`config.mk`:
```
export PLATFORM = sky130hd
export DESIGN_NAME = csv_triple_line_parser
export DESIGN_NICKNAME = d
export VERILOG_FILES = /design/src/design/csvtlp_pkg.sv /design/src/design/csvtlp_step.sv /design/src/design/csv_triple_line_parser.sv
export SDC_FILE = /design/constraint.sdc
export NUM_CORES = 1
export LEC_CHECK = 0
export ABC_AREA = 1
export BUFFER_PORTS_ARGS = -buffer_cell sky130_fd_sc_hd__buf_2
export CAP_MARGIN = 20
export CORE_MARGIN = 4
export CORE_UTILIZATION = 67
export CTS_CLUSTER_SIZE = 40
export DETAILED_ROUTE_END_ITERATION = 16
export GPL_TIMING_DRIVEN = 0
export PLACE_DENSITY = 0.87
export SKIP_CTS_REPAIR_TIMING = 1
export SYNTH_ARGS = -nofsm -noshare
export SYNTH_HDL_FRONTEND = slang
export SYNTH_HIERARCHICAL = 1
export SYNTH_SLANG_ARGS = --single-unit
export TNS_END_PERCENT = 1
```
`constraint.sdc`:
```
create_clock -name clk -period 5.8 [get_ports clk]
set_clock_uncertainty 0.15 [all_clocks]
set_input_delay 0.58 -clock clk [delete_from_list [all_inputs] [get_ports clk]]
set_output_delay 0.58 -clock clk [all_outputs]
set_load 0.05 [all_outputs]
```
`src/design/csvtlp_pkg.sv`:
```
// Package for the status,x,y line parser.
// Holds line-length constants, character codes, parser state and result types.
// No dependencies.
package csvtlp_pkg;

	localparam int LINE_MAX = 64;
	localparam int CNT_W    = $clog2(LINE_MAX);
	localparam int ACC_W    = 17;
	localparam int COORD_W  = 16;

	localparam logic [CNT_W-1:0] CNT_LAST  = CNT_W'(LINE_MAX - 1);
	localparam logic [ACC_W-1:0] ACC_SAT   = 17'd65536;
	localparam logic [ACC_W-1:0] COORD_MAX = 17'd65535;

	// character codes
	localparam logic [7:0] CHR_NUL   = 8'h00;
	localparam logic [7:0] CHR_TAB   = 8'h09;
	localparam logic [7:0] CHR_LF    = 8'h0A;
	localparam logic [7:0] CHR_CR    = 8'h0D;
	localparam logic [7:0] CHR_SPACE = 8'h20;
	localparam logic [7:0] CHR_PLUS  = 8'h2B;
	localparam logic [7:0] CHR_COMMA = 8'h2C;
	localparam logic [7:0] CHR_MINUS = 8'h2D;
	localparam logic [7:0] CHR_ZERO  = 8'h30;
	localparam logic [7:0] CHR_NINE  = 8'h39;

	// number index within the line
	localparam logic [1:0] FIELD_STATUS = 2'd0;
	localparam logic [1:0] FIELD_X      = 2'd1;
	localparam logic [1:0] FIELD_Y      = 2'd2;

	// status codes
	localparam logic signed [1:0] STAT_NONE = 2'sb11;
	localparam logic signed [1:0] STAT_ZERO = 2'sb00;
	localparam logic signed [1:0] STAT_ONE  = 2'sb01;

	// position within one number
	typedef enum logic [1:0] {
		SUB_PRE   = 2'd0,
		SUB_SIGN  = 2'd1,
		SUB_DIG   = 2'd2,
		SUB_AFTER = 2'd3
	} sub_phase_t;

	typedef struct packed {
		logic [CNT_W-1:0]  cnt;
		logic [1:0]        idx;
		sub_phase_t        sub;
		logic              failed;
		logic              ended;
		logic              neg;
		logic [ACC_W-1:0]  accum;
		logic signed [1:0] hstat;
		logic [ACC_W-1:0]  hx;
	} parse_state_t;

	typedef struct packed {
		logic               emit;
		logic signed [1:0]  status;
		logic [COORD_W-1:0] x;
		logic [COORD_W-1:0] y;
	} result_t;

	localparam parse_state_t ST_CLEAR = '{
		cnt:    '0,
		idx:    FIELD_STATUS,
		sub:    SUB_PRE,
		failed: 1'b0,
		ended:  1'b0,
		neg:    1'b0,
		accum:  '0,
		hstat:  STAT_ZERO,
		hx:     '0
	};

endpackage

```
`src/design/csvtlp_step.sv`:
```
// Next-state and result logic of the line parser for one received byte.
// Depends on csvtlp_pkg.
module csvtlp_step import csvtlp_pkg::*; (
	input  parse_state_t st,
	input  logic [7:0]   c,
	output parse_state_t nxt,
	output result_t      res
);

	logic             digit;
	logic             blank;
	logic [3:0]       dig;
	logic [20:0]      acc_x10;
	logic [ACC_W-1:0] acc_step;
	parse_state_t     fed;

	// End of a number at a comma: latch and check status or x and move on; after y, fail.
	function automatic parse_state_t finish_field(parse_state_t s);
		parse_state_t r;
		r = s;
		if (s.idx == FIELD_Y) begin
			r.failed = 1'b1;
		end else begin
			if (s.idx == FIELD_STATUS) begin
				if (s.accum == '0) begin
					r.hstat = STAT_ZERO;
				end else if (s.accum == 17'd1) begin
					r.hstat = s.neg ? STAT_NONE : STAT_ONE;
				end else begin
					r.failed = 1'b1;
				end
			end else begin
				if (s.hstat != STAT_NONE && s.neg && s.accum != '0) begin
					r.failed = 1'b1;
				end
				if (s.hstat != STAT_NONE && s.accum > COORD_MAX) begin
					r.failed = 1'b1;
				end
				r.hx = s.accum;
			end
			r.idx   = s.idx + 2'd1;
			r.sub   = SUB_PRE;
			r.accum = '0;
			r.neg   = 1'b0;
		end
		return r;
	endfunction

	assign digit = (c >= CHR_ZERO) && (c <= CHR_NINE);
	assign blank = (c == CHR_SPACE) || (c == CHR_TAB);
	assign dig   = c[3:0];

	// Multiply by ten with shifts, add the digit, saturate
	assign acc_x10  = ({4'd0, st.accum} << 3) + ({4'd0, st.accum} << 1) + 21'(dig);
	assign acc_step = (acc_x10 > 21'(ACC_SAT)) ? ACC_SAT : acc_x10[ACC_W-1:0];

	// Feed one counted byte to the number parser
	always_comb begin
		fed     = st;
		fed.cnt = st.cnt + CNT_W'(1);
		if (!st.failed && !st.ended) begin
			if (c == CHR_NUL) begin
				fed.ended = 1'b1;
			end else begin
				unique case (st.sub)
					SUB_PRE: begin
						if (blank) begin
							fed.sub = SUB_PRE;
						end else if (c == CHR_MINUS || c == CHR_PLUS) begin
							fed.neg = (c == CHR_MINUS);
							fed.sub = SUB_SIGN;
						end else if (digit) begin
							fed.accum = ACC_W'(dig);
							fed.sub   = SUB_DIG;
						end else begin
							fed.failed = 1'b1;
						end
					end
					SUB_SIGN: begin
						if (digit) begin
							fed.accum = ACC_W'(dig);
							fed.sub   = SUB_DIG;
						end else begin
							fed.failed = 1'b1;
						end
					end
					SUB_DIG: begin
						if (digit) begin
							fed.accum = acc_step;
						end else if (blank) begin
							fed.sub = SUB_AFTER;
						end else if (c == CHR_COMMA) begin
							fed = finish_field(fed);
						end else begin
							fed.failed = 1'b1;
						end
					end
					default: begin
						if (blank) begin
							fed.sub = SUB_AFTER;
						end else if (c == CHR_COMMA) begin
							fed = finish_field(fed);
						end else begin
							fed.failed = 1'b1;
						end
					end
				endcase
			end
		end
	end

	// Line control: ignore CR, judge on LF, drop overlong lines
	always_comb begin
		nxt        = st;
		res.emit   = 1'b0;
		res.status = STAT_ZERO;
		res.x      = '0;
		res.y      = '0;
		if (c == CHR_CR) begin
			nxt = st;
		end else if (c == CHR_LF) begin
			nxt = ST_CLEAR;
			if (st.cnt != '0 && !st.failed && st.idx == FIELD_Y &&
			    (st.sub == SUB_DIG || st.sub == SUB_AFTER)) begin
				if (st.hstat == STAT_NONE) begin
					res.emit   = 1'b1;
					res.status = STAT_NONE;
				end else if (!(st.neg && st.accum != '0) && st.accum <= COORD_MAX) begin
					res.emit   = 1'b1;
					res.status = st.hstat;
					res.x      = st.hx[COORD_W-1:0];
					res.y      = st.accum[COORD_W-1:0];
				end
			end
		end else if (st.cnt < CNT_LAST) begin
			nxt = fed;
		end else begin
			nxt = ST_CLEAR;
		end
	end

endmodule

```
`src/design/csv_triple_line_parser.sv`:
```
// Path: an item (byte) is registered in the input register, then parsed into the
// parser state and result registers; a result for a newline shows on res_valid.
// Throughput: one byte per cycle while the result register is free or drained; the
// parse step (multiply by ten, saturate) sits between the input register and the parser state and result registers.
// Reset: arst_n clears the pipeline valids and the parser to an empty line.
// Top level of the status,x,y line parser; depends on csvtlp_pkg, csvtlp_step.
module csv_triple_line_parser import csvtlp_pkg::*; (
	input  logic                      clk,
	input  logic                      arst_n,
	input  logic                      rx_valid,
	output logic                      rx_ready,
	input  logic [7:0]                rx_byte,
	output logic                      res_valid,
	input  logic                      res_ready,
	output logic signed [1:0]         target_status,
	output logic [COORD_W-1:0]        coord_x,
	output logic [COORD_W-1:0]        coord_y
);

	logic         valid_s1;
	logic [7:0]   byte_s1;
	parse_state_t state_q;
	parse_state_t state_nxt;
	result_t      step_res;
	logic         advance;
	logic         res_valid_q;
	logic signed [1:0]  status_q;
	logic [COORD_W-1:0] x_q;
	logic [COORD_W-1:0] y_q;

	// Advance the held item when the result register is free or being drained
	assign advance  = valid_s1 && (!res_valid_q || res_ready);
	assign rx_ready = !valid_s1 || advance;

	// Input register
	always_ff @(posedge clk or negedge arst_n) begin
		if (!arst_n) begin
			valid_s1 <= 1'b0;
		end else if (rx_ready) begin
			valid_s1 <= rx_valid;
		end
	end

	always_ff @(posedge clk) begin
		if (rx_ready && rx_valid) begin
			byte_s1 <= rx_byte;
		end
	end

	csvtlp_step u_step (
		.st  (state_q),
		.c   (byte_s1),
		.nxt (state_nxt),
		.res (step_res)
	);

	// Parser state
	always_ff @(posedge clk or negedge arst_n) begin
		if (!arst_n) begin
			state_q <= ST_CLEAR;
		end else if (advance) begin
			state_q <= state_nxt;
		end
	end

	// Result register
	always_ff @(posedge clk or negedge arst_n) begin
		if (!arst_n) begin
			res_valid_q <= 1'b0;
		end else if (advance && step_res.emit) begin
			res_valid_q <= 1'b1;
		end else if (res_ready) begin
			res_valid_q <= 1'b0;
		end
	end

	always_ff @(posedge clk) begin
		if (advance && step_res.emit) begin
			status_q <= step_res.status;
			x_q      <= step_res.x;
			y_q      <= step_res.y;
		end
	end

	assign res_valid     = res_valid_q;
	assign target_status = status_q;
	assign coord_x       = x_q;
	assign coord_y       = y_q;

	// Checks
	a_cnt_bound: assert property (@(posedge clk) disable iff (!arst_n)
		state_q.cnt <= CNT_LAST)
		else $error("line byte count beyond limit");

	a_acc_sat: assert property (@(posedge clk) disable iff (!arst_n)
		state_q.accum <= ACC_SAT)
		else $error("number accumulator above saturation");

	a_none_zero: assert property (@(posedge clk) disable iff (!arst_n)
		res_valid_q && status_q == STAT_NONE |-> x_q == '0 && y_q == '0)
		else $error("no-target result with nonzero coordinates");

	a_from_lf: assert property (@(posedge clk) disable iff (!arst_n)
		$rose(res_valid_q) |-> $past(valid_s1 && byte_s1 == CHR_LF))
		else $error("result not caused by a newline");

endmodule

```
==> results of run 1 <==
## routing by layer
layer | track usage [%] | vias to the layer above
met5 | 0 | -
met4 | 12.3 | 0
met3 | 5.23 | 68
met2 | 52.2 | 457
met1 | 42.3 | 3426
li1 | - | 3635
## how the worst min path moves through the flow
stage | end | slack [ps] | cells past startpoint
final | byte_s1[6] | 220 | 1
after global routing | byte_s1[1] | 220 | 1
after floorplan | res_valid | 130 | 0
after detailed placement | state_q[13] | 310 | 2
after global placement | state_q[4] | 300 | 2
after CTS | state_q[14] | -70 | 1
## cell type report
type                       instances  share of cell area, %
multi-input combinational        796                   50.1
sequential                        92                   31.8
inverter                         143                   6.80
timing repair buffer              49                   3.36
buffer                            47                   3.30
tap                              136                   2.16
clock buffer                       9                   1.57
clock inverter                     7                  0.825
## report_power, final
| part | internal [µW] | total (µW) | switching [µW] |
|---|---|---|---|
| combinational | 556 | 1550 | 997 |
| clock | 167 | 423 | 256 |
| sequential | 752 | 913 | 161 |
| total | 1480 | 2890 | 1410 |
## metrics by stage
step                power (µW)  instance area [µm²]  utilization [%]
finish                    2890                 7890             75.7
detailed placement        2430                 7690             73.8
global route              3140                 7890             75.7
global placement          2390                 7660             73.6
floorplan                 2070                 7260                -
CTS                       2850                 7880             75.7
## cell usage in the layout, fill, tap and decap left out, drive strengths merged, types with 2 or more instances in the layout
cell type and count:
nand2 399, inv 144, nand3 105, buf 75, a21oi 62, dfrtp 50, nor2 47, nor3 44
edfxtp 42, ha 38, o21ai 37, clkbuf 29, o22ai 22, nand4 11, clkinv 5, nand3b 4
mux2i 3, a22o 2, a31oi 2, o31ai 2, o21bai 2, xnor2 2, fa 2, nor4 2
## state kept, by name, summed over array words and instances (netlist names)
| name | flops |
|---|---|
| byte_s1 | 8 |
| coord_x | 16 |
| coord_y | 16 |
| res_valid | 1 |
| state_q | 48 |
| target_status | 2 |
| valid_s1 | 1 |
## critical path: stages (launching register included)
cell and delay [ps]:
dfrtp_1 520, fa_1 580, inv_1 70, fa_1 510, inv_1 130, nand3_1 90
nand2_2 130, nand2_1 80, nand2_1 100, nand3_1 120, nand2_1 90, nand2_1 50
nand2_1 70, nand2_2 90, nor2_8 190, buf_6 160, nand3_1 80, nand2_1 80
nand2_1 60, nand2_1 60, nand2_1 50, nand2_1 50, nand2_1 60, nand2_1 80
nand3_1 90, nand2_1 90
==> qor.yml, run 1 <==
status: "finished clean"
clock_latency_ps: 380
io_pins: 48
finalSetupViolCount: 0
r2r_slack_ps: 1930
grt_overflow: 0
drt-initial-drc-count: 988
endpoint: "state_q[33]"
core.rowCount: 37
mappedNetlistArea_mm2: 0.00726
clock-root-buffer: "clkbuf_8"
drive_above_1_share_pct: 10.2
layout_min_cycle_time_ps: 3870
grtUsageTotal_pct: 31.8
cp-startpoint: "state_q[19]"
drt-total-wl_mm: 20.0
io_buffers: 47
cap_violations: 0
leakagePower_uw: 0.00403
via_count: 7586
max_freq_mhz: 259
tritoncts: "yes"
regToRegEndpoint: "state_q[33]"
fin_cells: 1279
maxSlewHeadroom_pct: 38.4
nets: 1190
clk_pin_slew_ps: 100
coreArea_mm2: 0.0104
cp.required_ps: 5970
grt_max_degree: 41
crit_type: "reg -> reg"
dr_wl_met3_mm: 2.05
setup_ws_ps: 1930
met1_length_mm: 8.15
antenna_found_initial: 0
initial_core_util_pct: 69.7
grt_pass1_wl_mm: 33.1
pre_cts_ws_ps: 2010
setup_tns_ps: 0
min_from: "rx_byte[6]"
hold_viol_final: 0
multi_input_area_mm2: 0.00396
syn-num-nets: 1130
die_area_mm2: 0.0126
grt_pass1_vias: 7135
cts.sinks: 92
drtPass1Iterations: 6
die_h_um: 112
rsz0062_at_grt: "no"
power_density_mw_per_mm2: 366
layout_worst_path_cycle_share_pct: 66.7
area_growth_pct: 8.71
hold_path_class: "in -> reg"
whs_ps: 219
max-vdd-ir-drop_mv: 0.266
clk_path_buf_depth: 2
timing.rr.start: "state_q[19]"
gp_congestion: 0.937
viasPerCell: 5.93
wl_met2_mm: 9.21
drtAntennaViolNets: 0
crit_fanout: 10
placed_cells: 1262
worst_pin_slew_ps: 922
insertedDiodeCount: 0
startpoint_type: "register"
netlist_instances: 1078
seq_area_mm2: 0.00251
slew_viol_final: 0
fill_cells: 869
wl_per_cell_um: 15.6
drc: 0
routed.top_layer: "met4"
synth_warnings: 6
cts_buffers: 9
avgSynthCellArea_um2: 6.73
die_w_um: 112
arrival_ps: 4040
cp-end-kind: "register"
dpl.hpwl_mm: 14.8
r2r_cells: 25
htreeDepth: 3
(Power assumes the default switching activity.)
==> inputs of run 2 (changes only) <==
--- a/config.mk
+++ b/config.mk
@@ -9,11 +9,11 @@
 export BUFFER_PORTS_ARGS = -buffer_cell sky130_fd_sc_hd__buf_2
 export CAP_MARGIN = 20
 export CORE_MARGIN = 4
-export CORE_UTILIZATION = 67
+export CORE_UTILIZATION = 56
 export CTS_CLUSTER_SIZE = 40
 export DETAILED_ROUTE_END_ITERATION = 16
 export GPL_TIMING_DRIVEN = 0
-export PLACE_DENSITY = 0.87
+export PLACE_DENSITY = 0.78
 export SKIP_CTS_REPAIR_TIMING = 1
 export SYNTH_ARGS = -nofsm -noshare
 export SYNTH_HDL_FRONTEND = slang
==> constraint.sdc (replaced) <==
create_clock -name clk -period 3.3 [get_ports clk]
set_clock_uncertainty 0.15 [all_clocks]
set_input_delay 0.33 -clock clk [delete_from_list [all_inputs] [get_ports clk]]
set_output_delay 0.33 -clock clk [all_outputs]
set_load 0.05 [all_outputs]
==> run 2 against run 1 <==
- the flow now finishes with violations (setup timing)
- flip-flop and latch count stayed put
- via count shrank 0.47%
- clock-buffer cell count grew 1
- wire length up 1.0%
- critical path depth stayed put
- fmax up 12%
- sequential power up 76%
- cell count grew 4.1%
- global-route usage down 4.5 points
- register-to-register slack worse by 2100 ps
==> qor.yml, run 2 (synthesis gave the netlist of run 1 again) <==
status: "complete, but fails checks"
violations: "setup timing"
tritoncts: "yes"
core.rowCount: 41  # +11%
leakagePower_uw: 0.00419  # +3.9%
wl_per_cell_um: 15.1  # -3.0%
finalInstanceArea_mm2: 0.00837  # +6.1%
cp-startpoint: "state_q[19]"
grt_pass1_wl_mm: 32.6  # -1.7%
gp_congestion: 0.959  # +2.4%
cts_buffers: 9  # unchanged
initial_core_util_pct: 57.3  # -12 points
fin_cells: 1332  # +4.1%
cts.sinks: 92  # unchanged
viasPerCell: 5.67  # -4.4%
grtUsageTotal_pct: 27.2  # -4.5 points
die_h_um: 122  # +8.7%
antenna_found_initial: 0  # unchanged
r2r_cells: 25  # unchanged
final_cell_mix: "382 x nand2_1, 127 x inv_1, 94 x nand3_1"
worst_pin_slew_ps: 936  # +13.9 ps
grt_max_degree: 40  # -2.4%
crit_type: "reg -> reg"
power_density_mw_per_mm2: 692  # +89%
drtAntennaViolNets: 0  # unchanged
r2r_slack_ps: -160  # -2090 ps
via_count: 7550  # -0.47%
place_area_mm2: 0.00774  # +0.59%
nets: 1207  # +1.4%
hold_path_class: "in -> reg"
layout_worst_path_cycle_share_pct: 105  # +38 points
drt-total-wl_mm: 20.2  # +1.0%
cp-end-kind: "register"
drtPass1Iterations: 6  # unchanged
crit_fanout: 5  # -5
regMostFlops: "state_q"
finalSetupViolCount: 17  # +17
max-vdd-ir-drop_mv: 0.413  # +55%
final_common_cell: "nand2_1"
drive_above_1_share_pct: 15.0  # +4.8 points
clk_path_buf_depth: 2  # unchanged
arrival_ps: 3590  # -450 ps
maxSlewHeadroom_pct: 37.4  # -0.93 points
htreeDepth: 3  # unchanged
endpoint: "state_q[28]"
clk_pin_slew_ps: 60  # -40 ps
largest_reg_flops: 48  # unchanged
regToRegEndpoint: "state_q[28]"
max_freq_mhz: 289  # +12%
clock-root-buffer: "clkbuf_16"
setup_ws_ps: -159  # -2090 ps
drc: 0  # unchanged
grt_overflow: 0  # unchanged
hold_viol_final: 0  # unchanged
rsz0062_at_grt: "yes"
timing.rr.start: "state_q[19]"
io_pins: 48  # unchanged
placed_cells: 1298  # +2.9%
die_w_um: 122  # +8.7%
dpl.hpwl_mm: 14.8  # about the same
grt_pass1_vias: 6807  # -4.6%
area_growth_pct: 15.3
insertedDiodeCount: 0  # unchanged
io_buffers: 47  # unchanged
coreArea_mm2: 0.0127  # +22%
slew_viol_final: 0  # unchanged
die_area_mm2: 0.0148  # +18%
layout_min_cycle_time_ps: 3460  # -408 ps
clock_latency_ps: 350  # -30 ps
final_util_pct: 66.1  # -9.7 points
cp.required_ps: 3430  # -2540 ps
cap_violations: 0  # unchanged
drt-initial-drc-count: 838  # -15%
startpoint_type: "register"
-- run 2: cell types whose count changed in the layout (fill, tap and decap cells not counted), moves of 7 or more --
| cell | change |
|---|---|
| nand2_2 | +7 |
| nand3_1 | -9 |
| clkbuf_16 | +9 |
| buf_4 | +10 |
| nand3_2 | +9 |
| nand2_1 | -9 |
| dfrtp_2 | +9 |
| dfrtp_1 | -9 |
| clkbuf_8 | -8 |
-- run 2: worst min-delay path by stage --
stage | from | cells after the start | to | slack, ps
4_1_cts | arst_n | 1 | state_q[11] | -290
3_5_place_dp | arst_n | 1 | state_q[29] | 90
6_report | rx_byte[3] | 1 | byte_s1[3] | 6
2_1_floorplan | arst_n | 0 | res_valid | -120
3_3_place_gp | state_q[11] | 2 | state_q[11] | 300
5_1_grt | rx_byte[6] | 1 | byte_s1[6] | 5
-- run 2: power by group --
group | switching (µW) | leakage, µW | internal (µW)
registers | 274 | 0.00105 | 1340
logic | 1920 | 0.00299 | 1220
clock network | 435 | 0.000144 | 606
-- run 2: stage by stage --
| stage | hold WS (ps) | setup TNS (ps) | worst slack [ps] | total power [µW] |
|---|---|---|---|---|
| floorplan | -116 | 0 | 42.7 | 3630 |
| global placement | 303 | -15420 | -331 | 4210 |
| detailed placement | 86.7 | -4850 | -377 | 4270 |
| CTS | -285 | -5070 | -393 | 5330 |
| global route | 5.04 | -4730 | -335 | 6260 |
| finish | 5.78 | -1460 | -159 | 5790 |
-- run 2: critical path, cell delays in order (launching register included) --
cell	delay (ps)
dfrtp_2	460
fa_2	600
inv_2	40
fa_2	370
inv_2	90
nand3_2	80
nand2_4	110
nand2_2	70
nand2_2	90
nand3_2	80
nand2_1	70
nand2_1	40
nand2_1	70
nand2_2	100
nor2_8	140
buf_6	140
nand3_2	70
nand2_1	80
nand2_1	80
nand2_1	70
nand2_1	50
nand2_1	50
nand2_1	50
nand2_1	80
nand3_1	80
nand2_1	70
-- run 2: metal layers --
layer / GRT usage [%] / up-vias / wire (µm)
met5: 0 / - / 0
met4: 9.10 / 0 / 432
met3: 4.64 / 39 / 1470
met2: 45.1 / 315 / 9570
met1: 36.4 / 3517 / 8700
li1: - / 3679 / -
-- run 2: final cells by class --
type | count | area [µm²]
plain buffers | 47 | 260
inverters | 143 | 537
multi-input cells | 796 | 4120
well taps | 172 | 215
clock buffers | 10 | 239
flip-flops and latches | 92 | 2520
repair buffers | 66 | 417
fillers | 1147 | 4300
clock inverters | 6 | 63.8
==> inputs of run 3 (changes only) <==
--- a/config.mk
+++ b/config.mk
@@ -9,14 +9,14 @@
 export BUFFER_PORTS_ARGS = -buffer_cell sky130_fd_sc_hd__buf_2
 export CAP_MARGIN = 20
 export CORE_MARGIN = 4
-export CORE_UTILIZATION = 56
+export CORE_UTILIZATION = 55
 export CTS_CLUSTER_SIZE = 40
 export DETAILED_ROUTE_END_ITERATION = 16
 export GPL_TIMING_DRIVEN = 0
-export PLACE_DENSITY = 0.78
+export PLACE_DENSITY = 0.77
+export SETUP_SLACK_MARGIN = 0.15
 export SKIP_CTS_REPAIR_TIMING = 1
 export SYNTH_ARGS = -nofsm -noshare
 export SYNTH_HDL_FRONTEND = slang
-export SYNTH_HIERARCHICAL = 1
 export SYNTH_SLANG_ARGS = --single-unit
 export TNS_END_PERCENT = 1
==> run 3 against run 2 <==
- the run now ends clean
- sequential share of layout area is 6.0 points higher
- die area decreased by 14%
- fmax increased by 9.9%
- clock power is 25% lower
- area after synthesis down 16%
- combinational power down 32%
- worst setup slack better by 310 ps
- sequential power fell by 2%
- global-route usage decreased by 4.9 points
- largest cell class unchanged
==> qor.yml, run 3 <==
postSynth.asyncResetShare_pct: 54.3
initial_core_util_pct: 56.0  # -1.3 points
final_cell_mix: "236 x nand2_1, 115 x inv_1, 92 x nor2_1"
leakagePower_uw: 0.00351  # -16%
antenna_found_initial: 0  # unchanged
die_h_um: 113  # -7.2%
min_from: "res_ready"
drive_above_1_share_pct: 14.3  # -0.75 points
slew_viol_final: 0  # unchanged
slowest_delay_ps: 590  # about the same
htreeDepth: 3  # unchanged
drtAntennaViolNets: 0  # unchanged
layout_worst_path_cycle_share_pct: 95.4  # -9.5 points
netlist_instances: 823  # -24%
placed_cells: 1010  # -22%
cts_buffers: 9  # unchanged
grt_pass1_vias: 4945  # -27%
critPathBufInv: 2  # -1
synth_edf_count: 42
netlist_top_cells_area: "edfxtp_1 21%, dfrtp_1 21%, nand2_1 15%"
worst_pin_slew_ps: 937  # +0.810 ps
synthXorXnorAreaFrac_pct: 0.433
arrival_ps: 3300  # -290 ps
avgSynthCellArea_um2: 7.38  # +9.6%
timing.rr.start: "state_q[19]"
hold_viol_final: 0  # unchanged
rsz0062_at_grt: "yes"
grtUsageTotal_pct: 22.3  # -4.9 points
drt-initial-drc-count: 488  # -42%
clock_latency_ps: 370  # +20 ps
status: "finished clean"
core.rowCount: 38  # -7.3%
finalSetupViolCount: 0  # -17
max-vdd-ir-drop_mv: 0.325  # -21%
power_uw: 4490  # -23%
max_freq_mhz: 318  # +9.9%
regMostFlops: "state_q"
clk_path_buf_depth: 2  # unchanged
yosysMostFrequentCell: "nand2_1"
setup_tns_ps: 0  # +1460 ps
crit_chain: "fa_1 -> inv_2 -> fa_2 -> inv_2 -> nand2_2 -> nand2_2 -> nand3_2 -> nand2_2 -> nand3_2 -> nand2_1 -> nand2_1 -> nand2_1 -> nand3_2 -> nor2_4 -> nand2_1 -> o21ai_0 -> nand3_1 -> nand2_1"
final_common_cell: "nand2_1"
ys.flop_type: "dfrtp_1"
drtPass1Iterations: 5  # -1
cts.sinks: 92  # unchanged
viasPerCell: 5.31  # -6.3%
cpLargestDelayFamily: "simple AND/OR/NAND/NOR gates"
cp.required_ps: 3450  # +20 ps
startpoint_type: "register"
nets: 951  # -21%
die_w_um: 113  # -7.2%
yosys.area.top_type_share_pct: 20.8
critical_path.slowest_cell: "fa_1"
coreArea_mm2: 0.0108  # -14%
synth.mux.area_fraction_pct: 0
yosysTopAreaCell: "edfxtp_1"
cpMostUsedCell: "nand2_1"
synth_warnings: 0  # -6
synth_compound_area_share_pct: 8.57
drt-total-wl_mm: 14.2  # -30%
dpl.hpwl_mm: 10.8  # -27%
gp_congestion: 0.912  # -4.9%
ys_types: 47
tritoncts: "yes"
largest_reg_flops: 48  # unchanged
grt_overflow: 0  # unchanged
ys_ff_latch: 92
drc: 0  # unchanged
synth_top_family_by_area: "simple AND/OR/NAND/NOR gates"
synthSimpleGateAreaFrac_pct: 32.2
crit_type: "reg -> reg"
layout_min_cycle_time_ps: 3150  # -312 ps
io_pins: 48  # unchanged
clock-root-buffer: "clkbuf_8"
synth_commonest_cells: "243 x nand2_1, 117 x inv_1, 95 x nor2_1"
grt_max_degree: 51  # +28%
hold_path_class: "in -> reg"
grt_pass1_wl_mm: 23.3  # -28%
fin_cells: 1045  # -22%
io_buffers: 47  # unchanged
cp-end-kind: "register"
clk_pin_slew_ps: 100  # +40 ps
wl_per_cell_um: 13.6  # -10%
yosys.area_share.adder_pct: 8.28
synth-seq-area-share_pct: 41.4
area_growth_pct: 14.9
cp-startpoint: "state_q[19]"
cap_violations: 0  # unchanged
insertedDiodeCount: 0  # unchanged
maxSlewHeadroom_pct: 37.4  # -0.054 points
via_count: 5550  # -26%
power_density_mw_per_mm2: 643  # -7.0%
crit_fanout: 6  # +1
die_area_mm2: 0.0128  # -14%
mappedNetlistArea_mm2: 0.00607  # -16%
syn-num-nets: 874  # -23%
-- run 3: cell type report --
cell class                 instances  area, µm²
inverter                         123        464
clock buffer                       9        124
multi-input combinational        589       3100
buffer                            19        101
tap                              140        175
sequential                        92       2520
timing repair buffer              66        417
clock inverter                     7       73.8
fill                             934       3860
-- run 3: path summary, 6_finish.rpt --
path,endpoint,slack [ps],cells after the start
worst max-delay path,state_q[22],150,18
worst min-delay path,res_valid,10,2
worst max register to register,state_q[22],150,18
worst min register to register,state_q[41],350,1
max in group asynchronous,state_q[27],2250,3
min in group asynchronous,state_q[46],230,2
-- run 3: layer usage --
metal	vias to the layer above	track usage (%)	share of wire [%]
met3	27	2.89	5.5
met5	-	0	0
met1	2544	33.0	48
li1	2813	-	-
met2	166	34.0	44
met4	0	7.85	2.5
-- run 3: report_power, final --
group	switching (µW)	internal (µW)
Clock	424	354
Combinational	1310	825
Sequential	240	1330
-- run 3: worst register-to-register path: stages, from the launching register on --
cell and delay, ps:
dfrtp_2 460, fa_1 590, inv_2 50, fa_2 360, inv_2 80, nand2_2 50
nand2_2 90, nand3_2 100, nand2_2 110, nand3_2 70, nand2_1 60, nand2_1 40
nand2_1 80, nand3_2 90, nor2_4 190, nand2_1 160, o21ai_0 190, nand3_1 110
nand2_1 70
-- run 3: cell families after synthesis --
logic type | Yosys count
AOI/OAI and AO/OA | 90
xor gates and xnor gates | 3
adders and majority gates | 39
buffers and inverters | 142
DFF | 92
and+or+nand+nor | 457
-- run 3: per-stage QoR --
stage	setup slack, ps	utilization, %	area [µm²]	hold slack [ps]
4_1_cts	-244	61.7	6690	-24.4
6_report	153	64.3	6980	13.7
5_1_grt	-50.3	64.3	6980	5.73
3_3_place_gp	-158	59.8	6490	331
2_1_floorplan	225	-	6080	-116
3_5_place_dp	-212	59.9	6490	335
